`config.mk`:
```
export PLATFORM = sky130hd
export DESIGN_NAME = ifs_front_flat
export DESIGN_NICKNAME = d
export VERILOG_FILES = /design/src/hw/rtl/ifs_pkg.sv /design/src/hw/rtl/ifs_if.sv /design/src/hw/rtl/ifs_front.sv /design/src/flat_wrapper.sv
export SDC_FILE = /design/constraint.sdc
export NUM_CORES = 1
export LEC_CHECK = 0
export ABC_AREA = 1
export ABC_CLOCK_PERIOD_IN_PS = 9020
export BUFFER_PORTS_ARGS = -buffer_cell sky130_fd_sc_hd__buf_2
export CAP_MARGIN = 25
export CELL_PAD_IN_SITES_DETAIL_PLACEMENT = 0
export CELL_PAD_IN_SITES_GLOBAL_PLACEMENT = 1
export CORE_MARGIN = 4
export CORE_UTILIZATION = 30
export DETAILED_ROUTE_END_ITERATION = 8
export PLACE_DENSITY = 0.78
export SLEW_MARGIN = 20
export SYNTH_ARGS = -nofsm -noshare
export SYNTH_HDL_FRONTEND = slang
export SYNTH_SLANG_ARGS = --single-unit
export TNS_END_PERCENT = 5
```
`constraint.sdc`:
```
create_clock -name vclk -period 9.02
set_input_delay 0.451 -clock vclk [all_inputs]
set_output_delay 0.451 -clock vclk [all_outputs]
set_load 0.01 [all_outputs]
```
`src/hw/rtl/ifs_pkg.sv`:
```
// Shared types, constants and arithmetic helpers of the chaos game block.
`default_nettype none
package ifs_pkg;

  localparam int MAX_RULES_DEF = 4;
  localparam int DRAW_W        = 10;
  localparam int RULE_W        = 2;
  localparam int PT_W          = 32;
  localparam int RC_W          = 3;
  localparam int WGT_W         = 32;
  localparam int CFG_IDX_W     = 4;
  localparam int CFG_DATA_W    = 64;
  localparam int Q_DEPTH       = 2;
  localparam int ACC_W         = 50;

  localparam logic [CFG_IDX_W-1:0] REG_RULE_COUNT = 4'd0;
  localparam logic [CFG_IDX_W-1:0] REG_WEIGHTS    = 4'd1;
  localparam logic [CFG_IDX_W-1:0] REG_MATRIX0    = 4'd2;
  localparam logic [CFG_IDX_W-1:0] REG_MATRIX3    = 4'd5;
  localparam logic [CFG_IDX_W-1:0] REG_SHIFT01    = 4'd6;
  localparam logic [CFG_IDX_W-1:0] REG_SHIFT23    = 4'd7;

  localparam logic signed [PT_W-1:0] PT_MAX  = 32'sh7FFF_FFFF;
  localparam logic signed [PT_W-1:0] PT_MIN  = 32'sh8000_0000;
  localparam logic signed [PT_W-1:0] ZERO_HI = 32'sd655360000;
  localparam logic signed [PT_W-1:0] ZERO_LO = -32'sd655360000;

  typedef struct packed {
    logic [RC_W-1:0]  rule_count;
    logic [WGT_W-1:0] weights;
  } sel_cfg_t;

  typedef struct packed {
    logic [RULE_W-1:0] rule;
    logic              clipped;
    logic              last;
  } job_t;

  // Adds one half of the last kept bit, floors to 16 fraction bits and saturates.
  function automatic logic signed [PT_W-1:0] round_sat(input logic signed [ACC_W-1:0] acc);
    logic signed [ACC_W-1:0] biased;
    logic signed [ACC_W-13:0] q;
    logic signed [PT_W-1:0] res;
    biased = acc + 50'sd2048;
    q = biased[ACC_W-1:12];
    if (q > $signed({{(ACC_W-12-PT_W){1'b0}}, PT_MAX})) begin
      res = PT_MAX;
    end else if (q < $signed({{(ACC_W-12-PT_W){1'b1}}, PT_MIN})) begin
      res = PT_MIN;
    end else begin
      res = q[PT_W-1:0];
    end
    return res;
  endfunction

  function automatic logic signed [PT_W-1:0] zero_far(input logic signed [PT_W-1:0] v);
    logic signed [PT_W-1:0] res;
    if (v > ZERO_HI || v < ZERO_LO) begin
      res = '0;
    end else begin
      res = v;
    end
    return res;
  endfunction

endpackage
`default_nettype wire

```
`src/hw/rtl/ifs_if.sv`:
```
// Channel interfaces for draws, results and register writes.
`default_nettype none
interface ifs_in_if;
  logic                       valid;
  logic                       ready;
  logic [ifs_pkg::DRAW_W-1:0] draw;
  logic                       last_draw;
  modport source (output valid, output draw, output last_draw, input ready);
  modport sink (input valid, input draw, input last_draw, output ready);
endinterface

`default_nettype wire

```
`src/hw/rtl/ifs_front.sv`:
```
// Front end: picks the rule for each draw from the cumulative weights.
`default_nettype none
module ifs_front #(
  parameter int MAX_RULES = ifs_pkg::MAX_RULES_DEF
) (
  ifs_in_if.sink            in_ch,
  input  ifs_pkg::sel_cfg_t sel_cfg,
  output logic              push_valid,
  input  logic              push_ready,
  output ifs_pkg::job_t     push_job
);

  localparam int RW    = ifs_pkg::RULE_W;
  localparam int CW    = ifs_pkg::RC_W;
  localparam int SUM_W = $clog2(MAX_RULES * 255 + 1);
  localparam int CMP_W = ((SUM_W > ifs_pkg::DRAW_W) ? SUM_W : ifs_pkg::DRAW_W) + 1;

  assign in_ch.ready = push_ready;
  assign push_valid  = in_ch.valid;

  always_comb begin
    logic [CW-1:0]    active;
    logic [CMP_W-1:0] sum;
    logic [CMP_W-1:0] draw_ext;
    logic             found;
    logic [RW-1:0]    rule;
    active = sel_cfg.rule_count;
    if (active == '0) begin
      active = CW'(1);
    end else if (active > CW'(MAX_RULES)) begin
      active = CW'(MAX_RULES);
    end
    draw_ext = {{(CMP_W - ifs_pkg::DRAW_W){1'b0}}, in_ch.draw};
    rule     = RW'(active - CW'(1));
    sum      = '0;
    found    = 1'b0;
    for (int i = 0; i < MAX_RULES; i++) begin
      if (CW'(i) < active) begin
        sum = sum + {{(CMP_W - 8){1'b0}}, sel_cfg.weights[8*i +: 8]};
        if (!found && draw_ext < sum) begin
          rule  = RW'(i);
          found = 1'b1;
        end
      end
    end
    push_job.rule    = rule;
    push_job.clipped = !found;
    push_job.last    = in_ch.last_draw;
  end

endmodule
`default_nettype wire

```
`src/flat_wrapper.sv`:
```
// flat-port wrapper written by rule: the top's interface ports become plain ports
module ifs_front_flat 
#(
  parameter int MAX_RULES = ifs_pkg::MAX_RULES_DEF
)
  (sel_cfg, push_valid, push_ready, push_job, in_ch_valid, in_ch_draw, in_ch_last_draw, in_ch_ready);
  ifs_in_if in_ch_i ();
  input  ifs_pkg::sel_cfg_t sel_cfg;
  output logic push_valid;
  input  logic push_ready;
  output ifs_pkg::job_t push_job;
  input wire logic [$bits(in_ch_i.valid)-1:0] in_ch_valid;
  input wire logic [$bits(in_ch_i.draw)-1:0] in_ch_draw;
  input wire logic [$bits(in_ch_i.last_draw)-1:0] in_ch_last_draw;
  output wire logic [$bits(in_ch_i.ready)-1:0] in_ch_ready;
  assign in_ch_i.valid = in_ch_valid;
  assign in_ch_i.draw = in_ch_draw;
  assign in_ch_i.last_draw = in_ch_last_draw;
  assign in_ch_ready = in_ch_i.ready;
  ifs_front #(.MAX_RULES(MAX_RULES)) u_core (.in_ch(in_ch_i), .sel_cfg(sel_cfg), .push_valid(push_valid), .push_ready(push_ready), .push_job(push_job));
endmodule
```
# Word-level counts from Yosys, hierarchy flattened
# Index checks and enable logic that the tools add are counted.
# word_totals
wordCells	42
input_bits	48
register_bits	0
out_inout_bits	6
# op_classes
reduce_logical	8
n_mux	21
addsub	4
n_lt_le_gt_ge	9
# ops
op	count
less-than comparator 10 x 11 -> 1 bit	3
adder 11 x 8 -> 11 bit	2
2-to-1 mux 11 bit	2
2-to-1 mux 2 bit	8
less-than comparator 10 x 8 -> 1 bit	1
adder 8 x 8 -> 9 bit	1
2-to-1 mux 1 bit	8
2-to-1 mux 8 bit	1
less-than comparator 1 x 3 -> 1 bit (first input constant)	2
less-than comparator 2 x 3 -> 1 bit (first input constant)	2
2-to-1 mux 3 bit	2
logical NOT 1 bit	4
greater-than comparator 3 bit (second input constant)	1
logical AND 1 bit	3
logical NOT 3 bit	1
subtractor 2 x 1 -> 2 bit (second input constant)	1

# Logic depth before layout (Yosys ltp)
# depth
depth_word	19
mapped_depth	32
ltp_nobuf	31

# Worst setup path after synthesis
# OpenSTA, ideal clock, no wires.
# synth_timing
kind	input to output
from	input port sel_cfg[0] in the netlist's numbering
to	output port push_job[1] in the netlist's numbering
arrival_time_ns	4.303
stages	30
setup_slack_ns	4.266
required_ns	8.569
cell_sequence	clkbuf_1 > ha_1 > fa_1 > nand2_1 > nand3_2 > nand3_1 > nand3_1 > nand2_1 > xor2_1 > o21ai_2 > ha_1 > nand2_1 > inv_1 > a21oi_1 > nand2_1 > or2_2 > nand3_1 > nand2_1 > ha_1 > a21oi_1 > o21ai_0 > a21oi_1 > xor2_1 > ha_1 > a21oi_1 > nand2_1 > nand2_1 > nand2_1 > nand2_1 > a21oi_2
# synth_lines
element	line_no	source
start: declaration	flat_wrapper.sv:8	input ifs_pkg::sel_cfg_t sel_cfg;
end: declaration	flat_wrapper.sv:11	output ifs_pkg::job_t push_job;

==> results.py <==
metrics = {
    "grt": {
        "grt.overflow.total": 0,
        "grt_pass1_wl_um": 10300,
        "grt_pass1_vias": 2379,
        "grtUsageTotal": 0.1420,
        "grt_max_degree": 15,
        "antenna_found_initial": 0,
    },
    "critical_path": {
        "worst-endpoint-arrival_ns": 5.07,
        "critPathMaxFanout": 4,
        "slowest_delay_ns": 0.40,
        "crit_top_cell": "nand2_1",
        "cpMaxStageDelayCell": "fa_1",
        "required_ns": 8.57,
        "startpoint": "sel_cfg[0]",
        "criticalPathCategory": "primary input to output port",
        "start_kind": "primary input",
        "setup.worst_path.end_class": "output port",
    },
    "routing": {
        "firstDrtPassIters": 4,
        "wire_per_inst_um": 12.56,
        "drt_iter0_markers": 59,
        "vias": 2349,
        "wirelength_um": 6154,
        "antenna_left": 0,
        "drc_errors": 0,
        "vias_per_cell": 4.794,
    },
    "power": {
        "ir_drop_mv": 0.02854,
        "power_switching_uw": 190.8,
        "power_frac_comb": 1.000,
        "p_per_area_nw_per_um2": 128.1,
        "power_uw": 324.1,
        "power_switching_share": 0.5886,
        "p_leak_uw": 0.001430,
        "p_seq_frac": 0,
        "p_clk_frac": 0,
        "intPower_uw": 133.3,
    },
    "finish": {
        "area_growth_pct": 14.50,
        "final-seq-area_um2": 0,
        "drive_gt1_frac": 0.1867,
        "nets": 500,
        "diodes": 0,
        "nFlopsAndLatches": 0,
        "final_cells": 490,
        "nClkBuffers": 0,
    },
    "logic_synthesis": {
        "synth_top_area_frac": 0.3171,
        "synth_top_cell_by_area": "ha_1",
        "yosys_warnings": 0,
        "syn_area_um2": 2210,
        "synthTopCellsByCount": "nand2_1 (98), ha_1 (56), inv_1 (43)",
        "synthCells": 352,
        "synth_cell_types": 35,
        "yosysMostFrequentCell": "nand2_1",
        "syn_nets": 459,
        "yosysSeqAreaShare": 0,
        "synth.area.top_cells": "ha_1 (32%), nand2_1 (17%), inv_1 (7.3%)",
        "syn_avg_cell_area_um2": 6.277,
    },
    "floorplanning": {
        "die_h_um": 93.82,
        "die_w_um": 93.82,
        "io_pins": 54,
        "die_area_um2": 8802,
        "core_um2": 7214,
        "rows": 31,
        "start_util": 0.3063,
    },
    "flow_run": {
        "drv_cap": 0,
    },
    "timing": {
        "hold_viol_final": 0,
        "fin_crit_sh": 0.6123,
        "fmax_mhz": 181.1,
        "setup_viol": 0,
        "fin_crit_ns": 5.523,
        "rsz0062_at_grt": "false",
        "relSlewSlack": 0.5745,
        "tightest_slew_ns": 0.6383,
        "drv_slew": 0,
        "fin_setup_tns_ns": 0,
    },
    "clock_tree": {
        "postCtsHoldBufs": 0,
        "post_cts_buffers": 0,
        "post_cts_resized": 0,
    },
    "placement": {
        "portBuffers": 48,
        "place_hpwl_um": 5558,
        "gp_congestion": 0.8584,
        "numPlacedInstances": 490,
    },
    "status": {
        "status": "completed",
    },
    "min_path": {
        "hp-start": "push_ready",
        "holdPathStages": 0,
        "hp-class": "primary input to output port",
        "whs_endpoint": "in_ch_ready",
    },
}
cell families after synthesis:
kind of cell	Yosys count	synth area share
AND/OR/NAND/NOR	161	0.3256
adder cells (fa/ha/maj)	59	0.3443
XOR/XNOR	18	0.07475
buffers and inverters	54	0.09796
AO/OA/AOI/OAI	60	0.1574
worst max-delay path by stage:
stage	end	slack (ns)	cells past startpoint
finish	push_job[1]	3.50	31
global route	push_job[1]	3.12	31
CTS	push_job[1]	3.49	31
detailed placement	push_job[1]	3.50	31
global placement	push_job[1]	3.56	31
floorplan	push_job[1]	4.27	30
layout by cell type (no fill, tap or decap):
master / count
nand3b_1: 2
nand3_1: 22
a21oi_2: 4
nand4_1: 2
a211oi_1: 1
inv_1: 43
o21ai_2: 1
a21o_1: 2
xor2_1: 11
or2_2: 2
nand2_1: 98
inv_2: 2
o21ai_1: 1
o21ai_0: 14
and3_1: 1
o21a_1: 1
ha_1: 56
nand2_4: 1
a21boi_1: 1
o211ai_1: 4
xnor2_1: 6
a21oi_1: 27
o21bai_1: 2
a21boi_0: 2
nand2_2: 7
fa_1: 3
nor3_1: 3
buf_2: 48
nor2_2: 2
nand3_2: 5
xor2_2: 1
nor2_1: 15
or2_1: 1
power by group through the flow:
stage               registers, µW  logic [µW]  clock network [µW]
finish                          0         324                   0
global route                    0         377                   0
CTS                             0         327                   0
detailed placement              0         325                   0
global placement                0         320                   0
floorplan                       0         248                   0
layout make-up:
type / count / area [µm²]
Inverter: 45 / 168.9
Multi-Input combinational cell: 298 / 1997
Fill cell: 830 / 4684
Timing Repair Buffer: 48 / 240.2
Tap cell: 99 / 123.9
per-stage QoR:
stage | area (µm²) | hold slack (ns) | worst slack [ns] | util
after global placement | 2526 | 0.9021 | 3.559 | 0.3502
after detailed placement | 2526 | 0.9021 | 3.500 | 0.3502
after global routing | 2530 | 0.9020 | 3.119 | 0.3507
final | 2530 | 0.9020 | 3.497 | 0.3507
after floorplan | 2210 | 0.9534 | 4.266 | -
after CTS | 2526 | 0.9021 | 3.489 | 0.3502
worst max-delay path, delay by kind of cell:
| kind | cells | cell delay [ns] |
|---|---|---|
| fa+ha+maj | 5 | 1.58 |
| simple gates | 14 | 1.34 |
| xor+xnor | 2 | 0.43 |
| compound gates | 7 | 0.95 |
| buf+inv | 3 | 0.29 |
routing by layer:
layer | global-route usage | up-vias | wire, µm | share of wire
li1 | - | 1243 | - | -
met1 | 0.1792 | 1045 | 2831 | 0.46
met2 | 0.2720 | 56 | 3009 | 0.49
met3 | 0.006410 | 5 | 254 | 0.041
met4 | 0.01444 | 0 | 58 | 0.0094
met5 | 0 | - | 0 | 0
(Power assumes the default switching activity.)
