### src/hw/rtl/ifs_pkg.sv
// Shared types, constants and arithmetic helpers of the chaos game block.
`default_nettype none
package ifs_pkg;

  localparam int MAX_RULES_DEF = 4;
  localparam int DRAW_W        = 10;
  localparam int RULE_W        = 2;
  localparam int PT_W          = 32;
  localparam int RC_W          = 3;
  localparam int WGT_W         = 32;
  localparam int CFG_IDX_W     = 4;
  localparam int CFG_DATA_W    = 64;
  localparam int Q_DEPTH       = 2;
  localparam int ACC_W         = 50;

  localparam logic [CFG_IDX_W-1:0] REG_RULE_COUNT = 4'd0;
  localparam logic [CFG_IDX_W-1:0] REG_WEIGHTS    = 4'd1;
  localparam logic [CFG_IDX_W-1:0] REG_MATRIX0    = 4'd2;
  localparam logic [CFG_IDX_W-1:0] REG_MATRIX3    = 4'd5;
  localparam logic [CFG_IDX_W-1:0] REG_SHIFT01    = 4'd6;
  localparam logic [CFG_IDX_W-1:0] REG_SHIFT23    = 4'd7;

  localparam logic signed [PT_W-1:0] PT_MAX  = 32'sh7FFF_FFFF;
  localparam logic signed [PT_W-1:0] PT_MIN  = 32'sh8000_0000;
  localparam logic signed [PT_W-1:0] ZERO_HI = 32'sd655360000;
  localparam logic signed [PT_W-1:0] ZERO_LO = -32'sd655360000;

  typedef struct packed {
    logic [RC_W-1:0]  rule_count;
    logic [WGT_W-1:0] weights;
  } sel_cfg_t;

  typedef struct packed {
    logic [RULE_W-1:0] rule;
    logic              clipped;
    logic              last;
  } job_t;

  // Adds one half of the last kept bit, floors to 16 fraction bits and saturates.
  function automatic logic signed [PT_W-1:0] round_sat(input logic signed [ACC_W-1:0] acc);
    logic signed [ACC_W-1:0] biased;
    logic signed [ACC_W-13:0] q;
    logic signed [PT_W-1:0] res;
    biased = acc + 50'sd2048;
    q = biased[ACC_W-1:12];
    if (q > $signed({{(ACC_W-12-PT_W){1'b0}}, PT_MAX})) begin
      res = PT_MAX;
    end else if (q < $signed({{(ACC_W-12-PT_W){1'b1}}, PT_MIN})) begin
      res = PT_MIN;
    end else begin
      res = q[PT_W-1:0];
    end
    return res;
  endfunction

  function automatic logic signed [PT_W-1:0] zero_far(input logic signed [PT_W-1:0] v);
    logic signed [PT_W-1:0] res;
    if (v > ZERO_HI || v < ZERO_LO) begin
      res = '0;
    end else begin
      res = v;
    end
    return res;
  endfunction

endpackage
`default_nettype wire

### src/hw/rtl/ifs_queue.sv
// Short queue of classified draws between the front and back ends.
`default_nettype none
module ifs_queue (
  input  wire                  clk,
  input  wire                  rst_n,
  input  logic                 push_valid,
  output logic                 push_ready,
  input  ifs_pkg::job_t        push_job,
  output logic                 pop_valid,
  input  logic                 pop_ready,
  output ifs_pkg::job_t        pop_job
);

  localparam int DEPTH = ifs_pkg::Q_DEPTH;
  localparam int PTR_W = $clog2(DEPTH);

  ifs_pkg::job_t    entry_r [DEPTH];
  logic [PTR_W-1:0] wr_ptr_r;
  logic [PTR_W-1:0] rd_ptr_r;
  logic [PTR_W:0]   count_r;
  logic             push;
  logic             pop;

  assign push_ready = count_r != (PTR_W + 1)'(DEPTH);
  assign pop_valid  = count_r != '0;
  assign push       = push_valid && push_ready;
  assign pop        = pop_valid && pop_ready;
  assign pop_job    = entry_r[rd_ptr_r];

  always_ff @(posedge clk) begin
    if (!rst_n) begin
      wr_ptr_r <= '0;
      rd_ptr_r <= '0;
      count_r  <= '0;
    end else begin
      if (push) begin
        wr_ptr_r <= (wr_ptr_r == PTR_W'(DEPTH - 1)) ? '0 : wr_ptr_r + PTR_W'(1);
      end
      if (pop) begin
        rd_ptr_r <= (rd_ptr_r == PTR_W'(DEPTH - 1)) ? '0 : rd_ptr_r + PTR_W'(1);
      end
      case ({push, pop})
        2'b10:   count_r <= count_r + (PTR_W + 1)'(1);
        2'b01:   count_r <= count_r - (PTR_W + 1)'(1);
        default: count_r <= count_r;
      endcase
    end
  end

  always_ff @(posedge clk) begin
    if (push) begin
      entry_r[wr_ptr_r] <= push_job;
    end
  end

endmodule
`default_nettype wire

### config.mk
export PLATFORM = sky130hd
export DESIGN_NAME = ifs_queue
export DESIGN_NICKNAME = d
export VERILOG_FILES = /design/src/hw/rtl/ifs_pkg.sv /design/src/hw/rtl/ifs_queue.sv
export SDC_FILE = /design/constraint.sdc
export NUM_CORES = 1
export LEC_CHECK = 0
export BUFFER_PORTS_ARGS = -buffer_cell sky130_fd_sc_hd__buf_2
export CORE_AREA = 2 2 39 41
export CTS_CLUSTER_SIZE = 14
export DETAILED_ROUTE_END_ITERATION = 10
export DIE_AREA = 0 0 41 43
export PLACE_DENSITY_LB_ADDON = 0.15
export SKIP_CTS_REPAIR_TIMING = 1
export SYNTH_ARGS = -nofsm -noshare
export SYNTH_HDL_FRONTEND = slang
export SYNTH_SLANG_ARGS = --single-unit
### constraint.sdc
create_clock -name clk -period 1.95 [get_ports clk]
set_input_delay 0.195 -clock clk [delete_from_list [all_inputs] [get_ports clk]]
set_output_delay 0.195 -clock clk [all_outputs]
set_load 0.05 [all_outputs]
### After elaboration in Yosys (flattened, before gate mapping)

Memory sizes are Yosys's and may differ from the RTL's. A register that Yosys moved wholly into a read port is not among the register bits.
Index checks and enable logic that the tools add are counted.

| word-level totals | value |
|---|---|
| memories | 1 |
| output and inout bits | 6 |
| bits in writable memories | 8 |
| register bits after elaboration | 4 |
| input port bits | 8 |

Memories:

| memory | words | width | rd ports | clocked after Yosys merged registers in | wr ports | line | source |
|---|---|---|---|---|---|---|---|
| entry_r | 2 | 4 | 1 | 1 | 1 | ifs_queue.sv:17 | `ifs_pkg::job_t entry_r [DEPTH];` |

| cells by class | value |
|---|---|
| add/sub/neg operators | 4 |
| reduce and logical (&&, ||, !) cells | 4 |
| muxes and demuxes | 7 |
| equality and inequality tests | 3 |

Operator list:

| operator | count |
|---|---|
| 1-bit 2-to-1 mux | 6 |
| 2-bit case mux with 2 select lines | 1 |
| 2-bit nonzero test | 2 |
| 1-bit adder (second input constant) | 2 |
| 2-bit by 1-bit adder with 2-bit output (second input constant) | 1 |
| 2-bit by 1-bit == test with 1-bit output (second input constant) | 1 |
| 2-bit == test (second input constant) | 1 |
| 1-bit logical AND | 2 |
| 2-bit != test (second input constant) | 1 |
| 2-bit by 1-bit subtractor with 2-bit output (second input constant) | 1 |

### Longest topological paths before layout

| depth | value |
|---|---|
| word-level depth | 4 |
| mapped depth | 6 |

### Worst setup path before layout

No wires, ideal clock.

| timing path | value |
|---|---|
| kind | register to register |
| start point | reg count_r[0] |
| end point | reg count_r[1] |
| arrival time | 1.815 ns |
| path slack | 0.065 ns |
| period minus slack after synthesis | 1.885 ns |
| cell stages (with the launch flop) | 6 |
| cells stage by stage | dfxtp_1 > nand2b_1 > nand2_1 > ha_1 > or3_1 > a21oi_1 |

| between the ends | value |
|---|---|
| cells in the longest elaborated chain, start to end | 4 |

Ends and longest elaborated chain:

| element | line | source |
|---|---|---|
| start, declared | ifs_queue.sv:20 | `logic [PTR_W:0] count_r;` |
| start signal, assigned | ifs_queue.sv:43 | `2'b10: count_r <= count_r + (PTR_W + 1)'(1);` |
| start signal, assigned | ifs_queue.sv:44 | `2'b01: count_r <= count_r - (PTR_W + 1)'(1);` |
| start signal, assigned | ifs_queue.sv:45 | `default: count_r <= count_r;` |
| 2-bit != test * | ifs_queue.sv:24 | `assign push_ready = count_r != (PTR_W + 1)'(DEPTH);` |
| net push_ready | ifs_queue.sv:7 | `output logic push_ready,` |
| 1-bit logical AND * | ifs_queue.sv:26 | `assign push = push_valid && push_ready;` |
| 2-bit by 1-bit == test with 1-bit output / 2-bit == test (equally long branches) | ifs_queue.sv:42 | `case ({push, pop})` |
| 2-bit case mux with 2 select lines / 2-bit nonzero test (equally long branches) | -- |  |

Mark *: on every way through the listed nets, which the timed path passes. The rest lies on a longest branch.
A chain may end at the register's enable or synchronous reset.

### Worst setup path after layout

| timing path | value |
|---|---|
| start point | reg count_r[0] |
| end point | reg count_r[1] |

| between the ends | value |
|---|---|
| cells in the longest elaborated chain, start to end | 4 |

Ends and longest elaborated chain:

| element | line |
|---|---|
| 2-bit != test / 2-bit nonzero test (equally long branches) | ifs_queue.sv:24, ifs_queue.sv:25 |
| 1-bit logical AND, on equally long branches | ifs_queue.sv:26, ifs_queue.sv:27 |
| 2-bit by 1-bit == test with 1-bit output / 2-bit == test (equally long branches) | ifs_queue.sv:42 |
| 2-bit case mux with 2 select lines / 2-bit nonzero test (equally long branches) | -- |

Parallel ways exist; a longest one is shown, timed or not.

==> results.sh <==
export IMPL_status="completed"
export IMPL_r2r_start="count_r[0]"
export IMPL_ys_types=18
export IMPL_min_path_type="input port to flop"
export IMPL_synth_common_cells="edfxtp_1 (8), dfxtp_1 (5), mux2_2 (4)"
export IMPL_fmax_mhz=614.3
export IMPL_finalMaxSlewViolations=0
export IMPL_wl_per_cell_um=11.19
export IMPL_path_class="flop to flop"
export IMPL_finalCritPeriodShare=0.8347
export IMPL_syn_nets=46
export IMPL_clock_sinks=13
export IMPL_cp_max_fo=5
export IMPL_antenna_found_initial=0
export IMPL_yosysTopAreaCell="edfxtp_1"
export IMPL_antenna_cells=0
export IMPL_core_area_mm2=0.001384
export IMPL_r2r_end="count_r[1]"
export IMPL_cp_arrival_ns=1.83
export IMPL_io_buffers=13
export IMPL_synth_edff_count=8
export IMPL_ir_drop_mv=0.7921
export IMPL_startpoint_type="flop"
export IMPL_synth_top_area_share=0.4694
export IMPL_grt_max_degree=8
export IMPL_r2r_slack_ns=0.32
export IMPL_tightest_slew_ns=0.2548
export IMPL_min_period_ns=1.628
export IMPL_whs_path_depth=1
export IMPL_fin_util=0.4503
export IMPL_hold_viol=0
export IMPL_wl_um=783
export IMPL_hpwl_um=605.6
export IMPL_vias=321
export IMPL_drtPass1Iterations=1
export IMPL_critPathCaptureType="flop"
export IMPL_max_slew_margin_rel=0.8313
export IMPL_die_w_um=41
export IMPL_die_h_um=43
export IMPL_clk_pin_slew_worst_paths_ns=0.07
export IMPL_setup_viol_count_final=0
export IMPL_cts_tree="built"
export IMPL_row_count=14
export IMPL_maxCapViolations=0
export IMPL_routabilityCongestion=0.6292
export IMPL_grt_overflow=0
export IMPL_syn_inst=37
export IMPL_holdCritStartpoint="push_job[1]"
export IMPL_fin_worst_skew_ns=0.001130
export IMPL_numCtsBuffers=3
export IMPL_ios=14
export IMPL_leakagePower_nw=0.2588
export IMPL_fin_tns_setup_ns=0
export IMPL_synthTopCellsByArea="edfxtp_1 (47%), dfxtp_1 (20%), mux2_2 (8.8%)"
export IMPL_start_util=0.3698
export IMPL_syn_area_um2=511.7
export IMPL_dieArea_mm2=0.001763
export IMPL_htree_levels=1
export IMPL_final_net_count=64
export IMPL_drive_gt1_frac=0.4074
export IMPL_synth_most_common_cell="edfxtp_1"
export IMPL_initialDrtViolationCount=0
export IMPL_rsz0062_at_grt="false"
export IMPL_crit_required_ns=2.15
export IMPL_grt_pass1_vias=304
export IMPL_viasPerCell=4.586
export IMPL_syn_area_per_cell_um2=13.83
export IMPL_reg2regPathDepth=5
export IMPL_ys_warn_count=0
export IMPL_drcViolationCount=0
export IMPL_power_density_mw_per_mm2=1631
export IMPL_hold_path_endpoint="entry_r[0][1]"
export IMPL_yosysSeqAreaShare=0.6650
export IMPL_synth_seq_cells=13
export IMPL_antenna_left=0
export IMPL_cts_buffer_depth=2
export IMPL_postSynth_asyncResetShare=0
export IMPL_syn_to_final_growth_pct=21.76
export IMPL_ys_flop_type="edfxtp_1"
export IMPL_cts_root_buf="clkbuf_4"
export IMPL_clock_latency_ns=0.26
export IMPL_grt_pass1_wl_mm=1.200
export IMPL_track_usage=0.1076
-- stage by stage --
stage | hold WS (ns) | instances | worst slack [ns] | area [um2] | power [mW]
detailed placement | 0.3902 | 66 | 0.3406 | 596.8 | 0.8657
finish | 0.1190 | 70 | 0.3223 | 623.1 | 1.016
floorplan | 0.2939 | 37 | 0.06525 | 511.7 | 0.7733
CTS | 0.1098 | 70 | 0.3098 | 623.1 | 1.030
global route | 0.09587 | 70 | 0.2110 | 623.1 | 1.088
global placement | 0.3848 | 66 | 0.4210 | 596.8 | 0.8455
-- worst max-delay path by stage --
stage	slack, ns	to	cells past startpoint	from
after global routing	0.21	count_r[1]	5	count_r[0]
after floorplan	0.07	count_r[1]	5	count_r[0]
after detailed placement	0.34	count_r[1]	5	count_r[0]
final	0.32	count_r[1]	5	count_r[0]
after global placement	0.42	count_r[1]	5	count_r[0]
after CTS	0.31	count_r[1]	5	count_r[0]
-- cell usage in the layout (no fill, tap or decap), drive strengths merged --
| master | count |
|---|---|
| edfxtp | 8 |
| nand2 | 1 |
| clkbuf | 4 |
| xor2 | 1 |
| or3 | 1 |
| buf | 13 |
| mux2 | 4 |
| nand3b | 1 |
| o21ai | 1 |
| dfxtp | 5 |
| xnor2 | 2 |
| a21bo | 1 |
| or2 | 1 |
| nand2b | 1 |
| ha | 1 |
| o21a | 1 |
| a21oi | 2 |
| inv | 2 |
| and3 | 1 |
| nor2 | 3 |
-- area by class of cell --
class                           instances  area (um2)
Clock buffer                            4       26.28
Sequential cell                        13       340.3
Tap cell                               16       20.02
Fill cell                             135       760.7
Multi-Input combinational cell         22       163.9
Timing Repair Buffer                   13       65.06
Inverter                                2       7.507
-- critical path, stage by stage, from the launching register on --
cell      delay (ns)
dfxtp_1         0.43
nand2b_1        0.21
nand2_1         0.07
ha_1            0.33
or3_1           0.39
a21oi_1         0.14
-- sequential cells by signal (all words and copies together) (netlist names), named ones only --
register,cells
rd_ptr_r,1
count_r,2
entry_r,8
wr_ptr_r,1
-- cell families (layout without fill, tap and decap cells) --
| kind of cell | count (synthesis) | in the layout | share of synthesized area |
|---|---|---|---|
| flops | 13 | 13 | 0.6650 |
| simple gates | 9 | 9 | 0.09294 |
| compound gates | 5 | 5 | 0.06357 |
| mux | 4 | 4 | 0.08801 |
| xor+xnor | 3 | 3 | 0.05135 |
| buf+inv | 2 | 19 | 0.01468 |
| fa+ha+maj | 1 | 1 | 0.02445 |
-- where the power goes --
part | switching [mW] | internal (mW) | total (mW)
clock | 0.0777 | 0.0790 | 0.157
combinational | 0.300 | 0.152 | 0.452
sequential | 0.0479 | 0.360 | 0.408
total | 0.426 | 0.590 | 1.02
-- per-layer routing --
layer,GRT usage,vias to the layer above,share of wire
li1,-,166,-
met1,0.1031,145,0.42
met2,0.1750,10,0.52
met3,0.03665,0,0.061
met4,0.08000,0,0
met5,0,-,0
Power figures use the tool's default switching activity.
