$ cat config.mk
export PLATFORM = sky130hd
export DESIGN_NAME = ifs_regs_flat
export DESIGN_NICKNAME = d
export VERILOG_FILES = /design/src/hw/rtl/ifs_pkg.sv /design/src/hw/rtl/ifs_if.sv /design/src/hw/rtl/ifs_regs.sv /design/src/flat_wrapper.sv
export SDC_FILE = /design/constraint.sdc
export NUM_CORES = 1
export LEC_CHECK = 0
export ABC_AREA = 1
export BUFFER_PORTS_ARGS = -buffer_cell sky130_fd_sc_hd__buf_2
export CAP_MARGIN = 10
export CORE_ASPECT_RATIO = 0.8
export CORE_MARGIN = 5
export CORE_UTILIZATION = 45
export CTS_CLUSTER_DIAMETER = 40
export CTS_CLUSTER_SIZE = 28
export DETAILED_ROUTE_END_ITERATION = 6
export PLACE_DENSITY = 0.71
export RECOVER_POWER = 100
export SLEW_MARGIN = 10
export SYNTH_ARGS = -nofsm -noshare
export SYNTH_HDL_FRONTEND = slang
export SYNTH_SLANG_ARGS = --single-unit
export TNS_END_PERCENT = 10
$ cat constraint.sdc
create_clock -name clk -period 1.7 [get_ports clk]
set_input_delay 0.17 -clock clk [delete_from_list [all_inputs] [get_ports clk]]
set_output_delay 0.17 -clock clk [all_outputs]
set_load 0.02 [all_outputs]
$ cat src/hw/rtl/ifs_pkg.sv
// Shared types, constants and arithmetic helpers of the chaos game block.
`default_nettype none
package ifs_pkg;

  localparam int MAX_RULES_DEF = 4;
  localparam int DRAW_W        = 10;
  localparam int RULE_W        = 2;
  localparam int PT_W          = 32;
  localparam int RC_W          = 3;
  localparam int WGT_W         = 32;
  localparam int CFG_IDX_W     = 4;
  localparam int CFG_DATA_W    = 64;
  localparam int Q_DEPTH       = 2;
  localparam int ACC_W         = 50;

  localparam logic [CFG_IDX_W-1:0] REG_RULE_COUNT = 4'd0;
  localparam logic [CFG_IDX_W-1:0] REG_WEIGHTS    = 4'd1;
  localparam logic [CFG_IDX_W-1:0] REG_MATRIX0    = 4'd2;
  localparam logic [CFG_IDX_W-1:0] REG_MATRIX3    = 4'd5;
  localparam logic [CFG_IDX_W-1:0] REG_SHIFT01    = 4'd6;
  localparam logic [CFG_IDX_W-1:0] REG_SHIFT23    = 4'd7;

  localparam logic signed [PT_W-1:0] PT_MAX  = 32'sh7FFF_FFFF;
  localparam logic signed [PT_W-1:0] PT_MIN  = 32'sh8000_0000;
  localparam logic signed [PT_W-1:0] ZERO_HI = 32'sd655360000;
  localparam logic signed [PT_W-1:0] ZERO_LO = -32'sd655360000;

  typedef struct packed {
    logic [RC_W-1:0]  rule_count;
    logic [WGT_W-1:0] weights;
  } sel_cfg_t;

  typedef struct packed {
    logic [RULE_W-1:0] rule;
    logic              clipped;
    logic              last;
  } job_t;

  // Adds one half of the last kept bit, floors to 16 fraction bits and saturates.
  function automatic logic signed [PT_W-1:0] round_sat(input logic signed [ACC_W-1:0] acc);
    logic signed [ACC_W-1:0] biased;
    logic signed [ACC_W-13:0] q;
    logic signed [PT_W-1:0] res;
    biased = acc + 50'sd2048;
    q = biased[ACC_W-1:12];
    if (q > $signed({{(ACC_W-12-PT_W){1'b0}}, PT_MAX})) begin
      res = PT_MAX;
    end else if (q < $signed({{(ACC_W-12-PT_W){1'b1}}, PT_MIN})) begin
      res = PT_MIN;
    end else begin
      res = q[PT_W-1:0];
    end
    return res;
  endfunction

  function automatic logic signed [PT_W-1:0] zero_far(input logic signed [PT_W-1:0] v);
    logic signed [PT_W-1:0] res;
    if (v > ZERO_HI || v < ZERO_LO) begin
      res = '0;
    end else begin
      res = v;
    end
    return res;
  endfunction

endpackage
`default_nettype wire

$ cat src/hw/rtl/ifs_if.sv
// Channel interfaces for draws, results and register writes.
`default_nettype none


interface ifs_cfg_if;
  logic                           valid;
  logic                           ready;
  logic [ifs_pkg::CFG_IDX_W-1:0]  index;
  logic [ifs_pkg::CFG_DATA_W-1:0] data;
  modport source (output valid, output index, output data, input ready);
  modport sink (input valid, input index, input data, output ready);
endinterface
`default_nettype wire

$ cat src/hw/rtl/ifs_regs.sv
// Configuration register file: rule count, weights, matrices and translations.
`default_nettype none
module ifs_regs #(
  parameter int MAX_RULES = ifs_pkg::MAX_RULES_DEF
) (
  input  wire                                       clk,
  input  wire                                       rst_n,
  ifs_cfg_if.sink                                   cfg_ch,
  output ifs_pkg::sel_cfg_t                         sel_cfg,
  output logic [MAX_RULES-1:0][ifs_pkg::CFG_DATA_W-1:0] matrix,
  output logic [1:0][ifs_pkg::CFG_DATA_W-1:0]       shift
);

  localparam int IDX_W = $clog2(MAX_RULES);

  ifs_pkg::sel_cfg_t                            sel_cfg_r;
  logic [MAX_RULES-1:0][ifs_pkg::CFG_DATA_W-1:0] matrix_r;
  logic [1:0][ifs_pkg::CFG_DATA_W-1:0]           shift_r;
  logic [ifs_pkg::CFG_IDX_W-1:0]                 mat_sel;

  assign cfg_ch.ready = 1'b1;
  assign mat_sel      = cfg_ch.index - ifs_pkg::REG_MATRIX0;

  always_ff @(posedge clk) begin
    if (!rst_n) begin
      sel_cfg_r.rule_count <= ifs_pkg::RC_W'(1);
      sel_cfg_r.weights    <= ifs_pkg::WGT_W'(1);
      matrix_r             <= '0;
      shift_r              <= '0;
    end else if (cfg_ch.valid) begin
      case (cfg_ch.index) inside
        ifs_pkg::REG_RULE_COUNT: sel_cfg_r.rule_count <= cfg_ch.data[ifs_pkg::RC_W-1:0];
        ifs_pkg::REG_WEIGHTS:    sel_cfg_r.weights <= cfg_ch.data[ifs_pkg::WGT_W-1:0];
        [ifs_pkg::REG_MATRIX0:ifs_pkg::REG_MATRIX3]: begin
          if (int'(mat_sel) < MAX_RULES) begin
            matrix_r[mat_sel[IDX_W-1:0]] <= cfg_ch.data;
          end
        end
        ifs_pkg::REG_SHIFT01:    shift_r[0] <= cfg_ch.data;
        ifs_pkg::REG_SHIFT23:    shift_r[1] <= cfg_ch.data;
        default: ;
      endcase
    end
  end

  assign sel_cfg = sel_cfg_r;
  assign matrix  = matrix_r;
  assign shift   = shift_r;

endmodule
`default_nettype wire

$ cat src/flat_wrapper.sv
// flat-port wrapper written by rule: the top's interface ports become plain ports
module ifs_regs_flat 
#(
  parameter int MAX_RULES = ifs_pkg::MAX_RULES_DEF
)
  (clk, rst_n, sel_cfg, matrix, shift, cfg_ch_valid, cfg_ch_index, cfg_ch_data, cfg_ch_ready);
  ifs_cfg_if cfg_ch_i ();
  input  wire clk;
  input  wire rst_n;
  output ifs_pkg::sel_cfg_t sel_cfg;
  output logic [MAX_RULES-1:0][ifs_pkg::CFG_DATA_W-1:0] matrix;
  output logic [1:0][ifs_pkg::CFG_DATA_W-1:0] shift;
  input wire logic [$bits(cfg_ch_i.valid)-1:0] cfg_ch_valid;
  input wire logic [$bits(cfg_ch_i.index)-1:0] cfg_ch_index;
  input wire logic [$bits(cfg_ch_i.data)-1:0] cfg_ch_data;
  output wire logic [$bits(cfg_ch_i.ready)-1:0] cfg_ch_ready;
  assign cfg_ch_i.valid = cfg_ch_valid;
  assign cfg_ch_i.index = cfg_ch_index;
  assign cfg_ch_i.data = cfg_ch_data;
  assign cfg_ch_ready = cfg_ch_i.ready;
  ifs_regs #(.MAX_RULES(MAX_RULES)) u_core (.clk(clk), .rst_n(rst_n), .cfg_ch(cfg_ch_i), .sel_cfg(sel_cfg), .matrix(matrix), .shift(shift));
endmodule
* Word level (Yosys, flattened, before mapping)
Cells that the tools add are included.
** Word-level totals
- Output and inout bits :: 420
- Bits of input ports :: 71
- Register bits after elaboration :: 419
- Logic and storage cells :: 32
** Operators by class
- Add/sub/neg operators :: 1
- Multiplexer cells :: 3
- Bitwise gates (word level) :: 4
- Eq/ne operators :: 3
- Magnitude comparators :: 5
- Reduce and logical (&&, ||, !) cells :: 8
** Operator list (count)
- $bwmux W256 :: 1
- $demux W64 S2 :: 1
- $mux W64 :: 1
- $reduce_and A5 Y1 :: 2
- $eq A4 B3 Y1 const B :: 2
- $reduce_and A6 Y1 :: 1
- $eq A4 B1 Y1 const B :: 1
- $ge A4 B2 Y1 const B :: 1
- $le A4 B3 Y1 const B :: 1
- $logic_not A4 Y1 :: 1
- $lt A4 B3 Y1 const B :: 1
- $not A1 Y1 :: 4
- $sub A4 B2 Y4 const B :: 1
- $lt A2 B3 Y1 const B :: 1
- $reduce_and A3 Y1 :: 1
- $ge A2 B1 Y1 const B :: 1
- $logic_and A1 B1 Y1 :: 2
- $reduce_and A2 Y1 :: 1

* Depth between registers and ports, before layout
Gate-level depths: netlist of run 1.
- Word-level depth :: 6
- Depth in mapped cells :: 11
- Depth with buffers taken out :: 9

* Least setup slack after synthesis of run 1
OpenSTA, ideal clock, no wires.
- Path type :: in2reg
- Start :: input cfg_ch_index[2]
- End :: register u_core.matrix_r (netlist bit u_core.matrix[247])
- Required time :: 1.585 ns
- Setup time :: 0.115 ns
- Path slack :: 0.274 ns
- Stages :: 10
- Data arrival time :: 1.311 ns
- Path through :: inv_1 -> ha_1 -> nor2_1 -> nand2_1 -> nand2_1 -> buf_2 -> buf_1 -> nand4_1 -> nand2_1 -> nor2_1
** Between the ends
- Cells in the longest elaborated chain, start to end :: 3
- Elaborated cells on any way between the ends :: 10
- Those cells by class :: 1 x add/sub; 3 x order compare; 1 x eq/ne; 2 x bitwise; 3 x reduce/logical
** Ends and longest elaborated chain
- start, declared :: line flat_wrapper.sv:14 : input wire logic [$bits(cfg_ch_i.index)-1:0] cfg_ch_index;
- $sub A4 B2 Y4 (tied with other cells) :: line ifs_regs.sv:22 : assign mat_sel = cfg_ch.index - ifs_pkg::REG_MATRIX0;
- $lt A4 B3 Y1 (tied with other cells) :: line ifs_regs.sv:35 : if (int'(mat_sel) < MAX_RULES) begin
- $reduce_and A5 Y1 (no line) *
- end signal, assigned by index :: line ifs_regs.sv:36 : matrix_r[mat_sel[IDX_W-1:0]] <= cfg_ch.data;
- end, declared :: line ifs_regs.sv:17 : logic [MAX_RULES-1:0][ifs_pkg::CFG_DATA_W-1:0] matrix_r;
Mark *: on every way between the ends. The rest lies on a longest branch, timed or not.
A chain may end at the register's enable or synchronous reset.

==> out/qor.yml, run 1 <==
finalSetupTns_ns: 0
start_kind: "primary input"
die-height_um: 181
period_minus_slack_ns: 1.41
layout_commonest_cell: "clkbuf_1"
worst_slack_ns: 0.287
seqCellArea_mm2: 0.00839
dpl.hpwl_um: 38700
yosysWarnings: 0
rsz0062_at_grt: "false"
path_clk_slew_ns: 0.07
dr.first_iter.drc_count: 1438
clock_skew_ns: 0
fill_cells: 3341
cts_resized: 0
drive_gt1_share_pct: 9.86
finalMaxSlewViolations: 0
crit_path_end_kind: "register"
syn_to_final_growth_pct: 33.1
clk_path_buf_depth: 3
grtUsageMet2_pct: 44.8
cts_setup_buffers: 0
cts_hold_buf: 65
ys_types: 20
clkLatencyLatePin_ns: 0.54
critPathRequiredTime_ns: 2.19
port_buffers: 489
clock-sinks: 419
outcome: "finished, final reports clean"
syn_area_mm2: 0.0164
min_path_type: "primary input to register"
die_w_um: 224
numCtsBuffers: 48
dr.pass1.iters: 5
grt_pass1_wl_um: 90400
drcViolationCount: 0
ant_nets: 0
fin_nets: 2720
synthCells: 2157
cts-root-buf: "clkbuf_16"
power_leakage_nw: 8.55
grt_antenna_before_repair: 1
grt_overflow: 0
use_met1_pct: 34.1
slew_headroom_pct: 62.5
grt_most_used_layer: "met2"
p_per_area_mw_per_mm2: 1070
arrival_ns: 1.90
routedWlPerCell_um: 18.3
dp_slack_ns: -0.0575
first_global_vias: 16400
synth_area_per_cell_um2: 7.62
crit_path_max_fanout: 29
grt_usage_pct: 26.9
initial_utilization_pct: 45.7
grt_max_degree: 101
htreeDepth: 2
synth_seq_area_share_pct: 51.0
via_count: 17300
maxCapViolCount: 0
mostFrequentLayoutCells: "clkbuf_1, dfxtp_1, a21oi_1"
power_w: 0.0234
vias_per_cell: 5.46
vdd_drop_max_v: 0.00113
placed_cells: 3012
multi_input_area_mm2: 0.00659
tritoncts: "built"
core_mm2: 0.0360
io-pin-count: 491
routed_wl_um: 57900
synth_nets: 2230
min_period_over_period_pct: 83.1
rows: 62
finalHoldViolations: 0
gp_congestion: 0.876
crit_type: "primary input to register"
final_cells: 3168
worst_pin_slew_ns: 0.562
setup_viol: 0
grt_util_met3_pct: 7.20
ys_ff_latch: 419
dieArea_mm2: 0.0405
fmax_ghz: 0.708
==> worst paths after layout <==
| path | cells past startpoint | slack (ns) | endpoint | start |
|---|---|---|---|---|
| setup reg to reg | 2 | 0.97 | u_core.sel_cfg[29]$_SDFFE_PN0P_ | u_core.sel_cfg[29]$_SDFFE_PN0P_ |
| hold reg to reg | 2 | 0.44 | u_core.shift[0]$_SDFFE_PN0P_ | u_core.shift[0]$_SDFFE_PN0P_ |
| hold / removal | 3 | 0.08 | u_core.sel_cfg[0]$_SDFFE_PN1P_ | cfg_ch_valid |
| setup / recovery | 6 | 0.29 | u_core.shift[17]$_SDFFE_PN0P_ | rst_n |
==> kinds of logic (layout without fill, tap and decap cells) <==
| kind of cell | count (synthesis) | count (layout) | synth area share (%) |
|---|---|---|---|
| AND/OR/NAND/NOR | 793 | 793 | 22.1 |
| buffers and inverters | 360 | 890 | 8.94 |
| other | 1 | 2 | 0.0228 |
| flip-flops | 419 | 419 | 51.0 |
| adder cells (fa/ha/maj) | 2 | 2 | 0.152 |
| AO/OA/AOI/OAI | 582 | 582 | 17.8 |
==> layout make-up <==
| cell class | count | area share (%) |
|---|---|---|
| flip-flops and latches | 419 | 38.3 |
| diodes | 1 | 0.0114 |
| multi-input cells | 1378 | 30.1 |
| well taps | 480 | 2.75 |
| clock inverters | 38 | 2.39 |
| clock buffers | 52 | 5.80 |
| inverters | 138 | 2.39 |
| repair buffers | 662 | 18.2 |
==> layer usage <==
layer | share of wire [%] | wire, µm
met1 | 41 | 23500
met2 | 47 | 27200
met3 | 9.1 | 5270
met5 | 0 | 0
met4 | 3.3 | 1920
==> sequential cells by signal, summed over array words and instances (netlist names) <==
name,cells
u_core.sel_cfg,35
u_core.shift,128
u_core.matrix,256
==> critical path, cell delays in order <==
cell	delay, ns
dlygate4sd3_1	0.57
buf_8	0.23
clkbuf_4	0.43
buf_12	0.22
o21ai_0	0.11
a21oi_1	0.16
==> where the power goes <==
group	internal [W]	total (W)	switching, W
clock	0.00639	0.0113	0.00490
sequential	0.00995	0.0100	0.0000740
combinational	0.000687	0.00209	0.00141
==> synth_stat cells <==
| library cell | n | area [µm²] |
|---|---|---|
| nand4_1 | 257 | 1610 |
| nand2_1 | 269 | 1010 |
| a21oi_1 | 418 | 2090 |
| clkinv_1 | 1 | 3.75 |
| buf_1 | 28 | 105 |
| nor2_1 | 262 | 983 |
| o211ai_1 | 2 | 15.0 |
| conb_1 | 1 | 3.75 |
| inv_2 | 1 | 3.75 |
| dfxtp_1 | 419 | 8390 |
| buf_4 | 6 | 45.0 |
| nor3_1 | 1 | 5.00 |
| clkbuf_1 | 112 | 420 |
| nor2_2 | 1 | 6.26 |
| ha_1 | 2 | 25.0 |
| nand3_1 | 3 | 15.0 |
| o21ai_0 | 161 | 806 |
| inv_1 | 136 | 510 |
| buf_2 | 76 | 380 |
| a21boi_1 | 1 | 7.51 |
==> stage by stage <==
step	hold slack, ns	instance area [µm²]	util (%)
after detailed placement	0.433	20000	55.7
after floorplan	0.363	16400	-
after global placement	0.426	20000	55.7
final	0.0779	21900	60.8
after CTS	0.0550	22500	62.4
after global routing	0.0710	21900	60.8
No activity file was read; power rests on OpenSTA's default activity.
==> inputs of run 2 (changes only) <==
==> constraint.sdc (replaced) <==
create_clock -name clk -period 1.3 [get_ports clk]
set_input_delay 0.13 -clock clk [delete_from_list [all_inputs] [get_ports clk]]
set_output_delay 0.13 -clock clk [all_outputs]
set_load 0.02 [all_outputs]
==> out/qor.yml, run 2 (same netlist as run 1, synthesis figures left out) <==
drive_gt1_share_pct: 26.0  # was 9.86%
grt_max_degree: 83  # was 101
fill_cells: 3127  # was 3341
critPathRequiredTime_ns: 1.17  # was 2.19 ns
clock-sinks: 419  # unchanged
die_w_um: 224  # unchanged
clock_skew_ns: 0  # unchanged
gp_congestion: 0.864  # was 0.876
crit_slowest_cell: "dfxtp_1"  # was dlygate4sd3_1
dr.first_iter.drc_count: 1605  # was 1438
fin_area_mm2: 0.0224  # was 0.0219 mm²
min_path_type: "primary input to register"  # unchanged
drcViolationCount: 0  # unchanged
vias_per_cell: 5.43  # was 5.46
crit_path_end_kind: "output pin"  # was register
first_global_vias: 16300  # was 16400
fin_nets: 2735  # was 2720
placed_cells: 3028  # was 3012
setup_viol: 0  # unchanged
period_minus_slack_ns: 1.26
path_delay_family: "flip-flops"  # was buffers and inverters
finalMaxSlewViolations: 0  # unchanged
finalHoldViolations: 0  # unchanged
worst_slack_ns: 0.0369  # was 0.287 ns
dp_slack_ns: -0.396  # was -0.0575 ns
start_kind: "register"  # was primary input
grt_overflow: 0  # unchanged
via_count: 17300  # about the same
initial_utilization_pct: 45.7  # unchanged
routed_wl_um: 57300  # was 57900 µm
p_per_area_mw_per_mm2: 1340  # was 1070 mW/mm²
dpl-instance-area_mm2: 0.0202  # was 0.0200 mm²
rsz0062_at_grt: "true"  # was false
cts_setup_buffers: 0  # unchanged
ant_nets: 0  # unchanged
final_cells: 3180  # was 3168
tritoncts: "built"  # unchanged
outcome: "finished, final reports clean"  # unchanged
clkLatencyLatePin_ns: 0.56  # was 0.54 ns
core_mm2: 0.0360  # unchanged
arrival_ns: 1.13  # was 1.90 ns
io-pin-count: 491  # unchanged
maxCapViolCount: 0  # unchanged
max_stage_delay_ns: 0.36  # was 0.57 ns
syn_to_final_growth_pct: 36.4  # was 33.1%
vdd_drop_max_v: 0.00114  # was 0.00113 V
grt_pass1_wl_um: 90600  # was 90400 µm
numCtsBuffers: 47  # was 48
crit_type: "register to output pin"  # was primary input to register
cts-root-buf: "clkbuf_16"  # unchanged
largest_register_ffs: 256  # unchanged
die-height_um: 181  # unchanged
worstPathCellList: "clkbuf_2"  # was dlygate4sd3_1, buf_8, clkbuf_4, buf_12, o21ai_0, a21oi_1
mostFrequentLayoutCells: "dfxtp_1, a21oi_1, clkbuf_2"  # was clkbuf_1, dfxtp_1, a21oi_1
routedWlPerCell_um: 18.0  # was 18.3 µm
layout_commonest_cell: "dfxtp_1"  # was clkbuf_1
htreeDepth: 2  # unchanged
crit_path_max_fanout: 2  # was 29
rows: 62  # unchanged
min_period_over_period_pct: 97.2
critPathBufInv: 1  # was 4
grt_usage_pct: 26.8  # was 26.9%
clk_path_buf_depth: 3  # unchanged
finalSetupTns_ns: 0  # unchanged
port_buffers: 489  # unchanged
dpl.hpwl_um: 39200  # was 38700 µm
dr.pass1.iters: 6  # was 5
path_clk_slew_ns: 0.06  # was 0.07 ns
power_leakage_nw: 10.0  # was 8.55 nW
dieArea_mm2: 0.0405  # unchanged
grt_antenna_before_repair: 1  # unchanged
fmax_ghz: 0.792
-- run 2: metrics by stage --
stage | total power [W] | hold WS [ns] | util (%)
4_1_cts | 0.0302 | 0.219 | 62.5
2_1_floorplan | 0.0149 | 0.323 | -
5_1_grt | 0.0311 | 0.254 | 62.3
3_5_place_dp | 0.0160 | 0.431 | 56.0
3_3_place_gp | 0.0160 | 0.425 | 56.0
6_report | 0.0300 | 0.249 | 62.3
-- run 2: timing repair --
action / 4_1_cts / 5_1_grt
gates resized for setup: 0 / 1
endpoints found under the setup margin: 0 / 2
hold buffers: 65 / 0
hold endpoints to repair: 212 / 0
-- run 2: power by group --
part | total [W] | switching [W] | internal [W]
clock network | 0.0141 | 0.00589 | 0.00817
registers | 0.0131 | 0.0000970 | 0.0130
logic | 0.00283 | 0.00184 | 0.000990
total | 0.0300 | 0.00783 | 0.0222
-- run 2: area by class of cell --
type | count | area, µm² | area share (%)
sequential | 419 | 8390 | 37.4
clock inverter | 34 | 439 | 1.96
antenna | 1 | 2.50 | 0.0112
clock buffer | 52 | 1250 | 5.56
timing repair buffer | 678 | 4620 | 20.6
inverter | 138 | 522 | 2.33
tap | 480 | 601 | 2.68
multi-input combinational | 1378 | 6600 | 29.4
-- run 2: worst paths after layout --
kind	from	end	slack, ns	cells after the start
max reg2reg	u_core.shift[116]$_SDFFE_PN0P_	u_core.shift[116]$_SDFFE_PN0P_	0.54	2
max	u_core.matrix[254]$_SDFFE_PN0P_	matrix[254]	0.04	1
min reg2reg	u_core.shift[40]$_SDFFE_PN0P_	u_core.shift[40]$_SDFFE_PN0P_	0.44	2
min	cfg_ch_valid	u_core.sel_cfg[34]$_SDFFE_PN0P_	0.25	5
-- run 2: metal layers --
metal / part of all wire (%) / up-vias / global-route usage (%)
met4: 3.0 / 0 / 8.13
met5: 0 / - / 0
li1: - / 8371 / -
met1: 41 / 8097 / 34.7
met3: 8.9 / 103 / 6.72
met2: 47 / 712 / 44.4
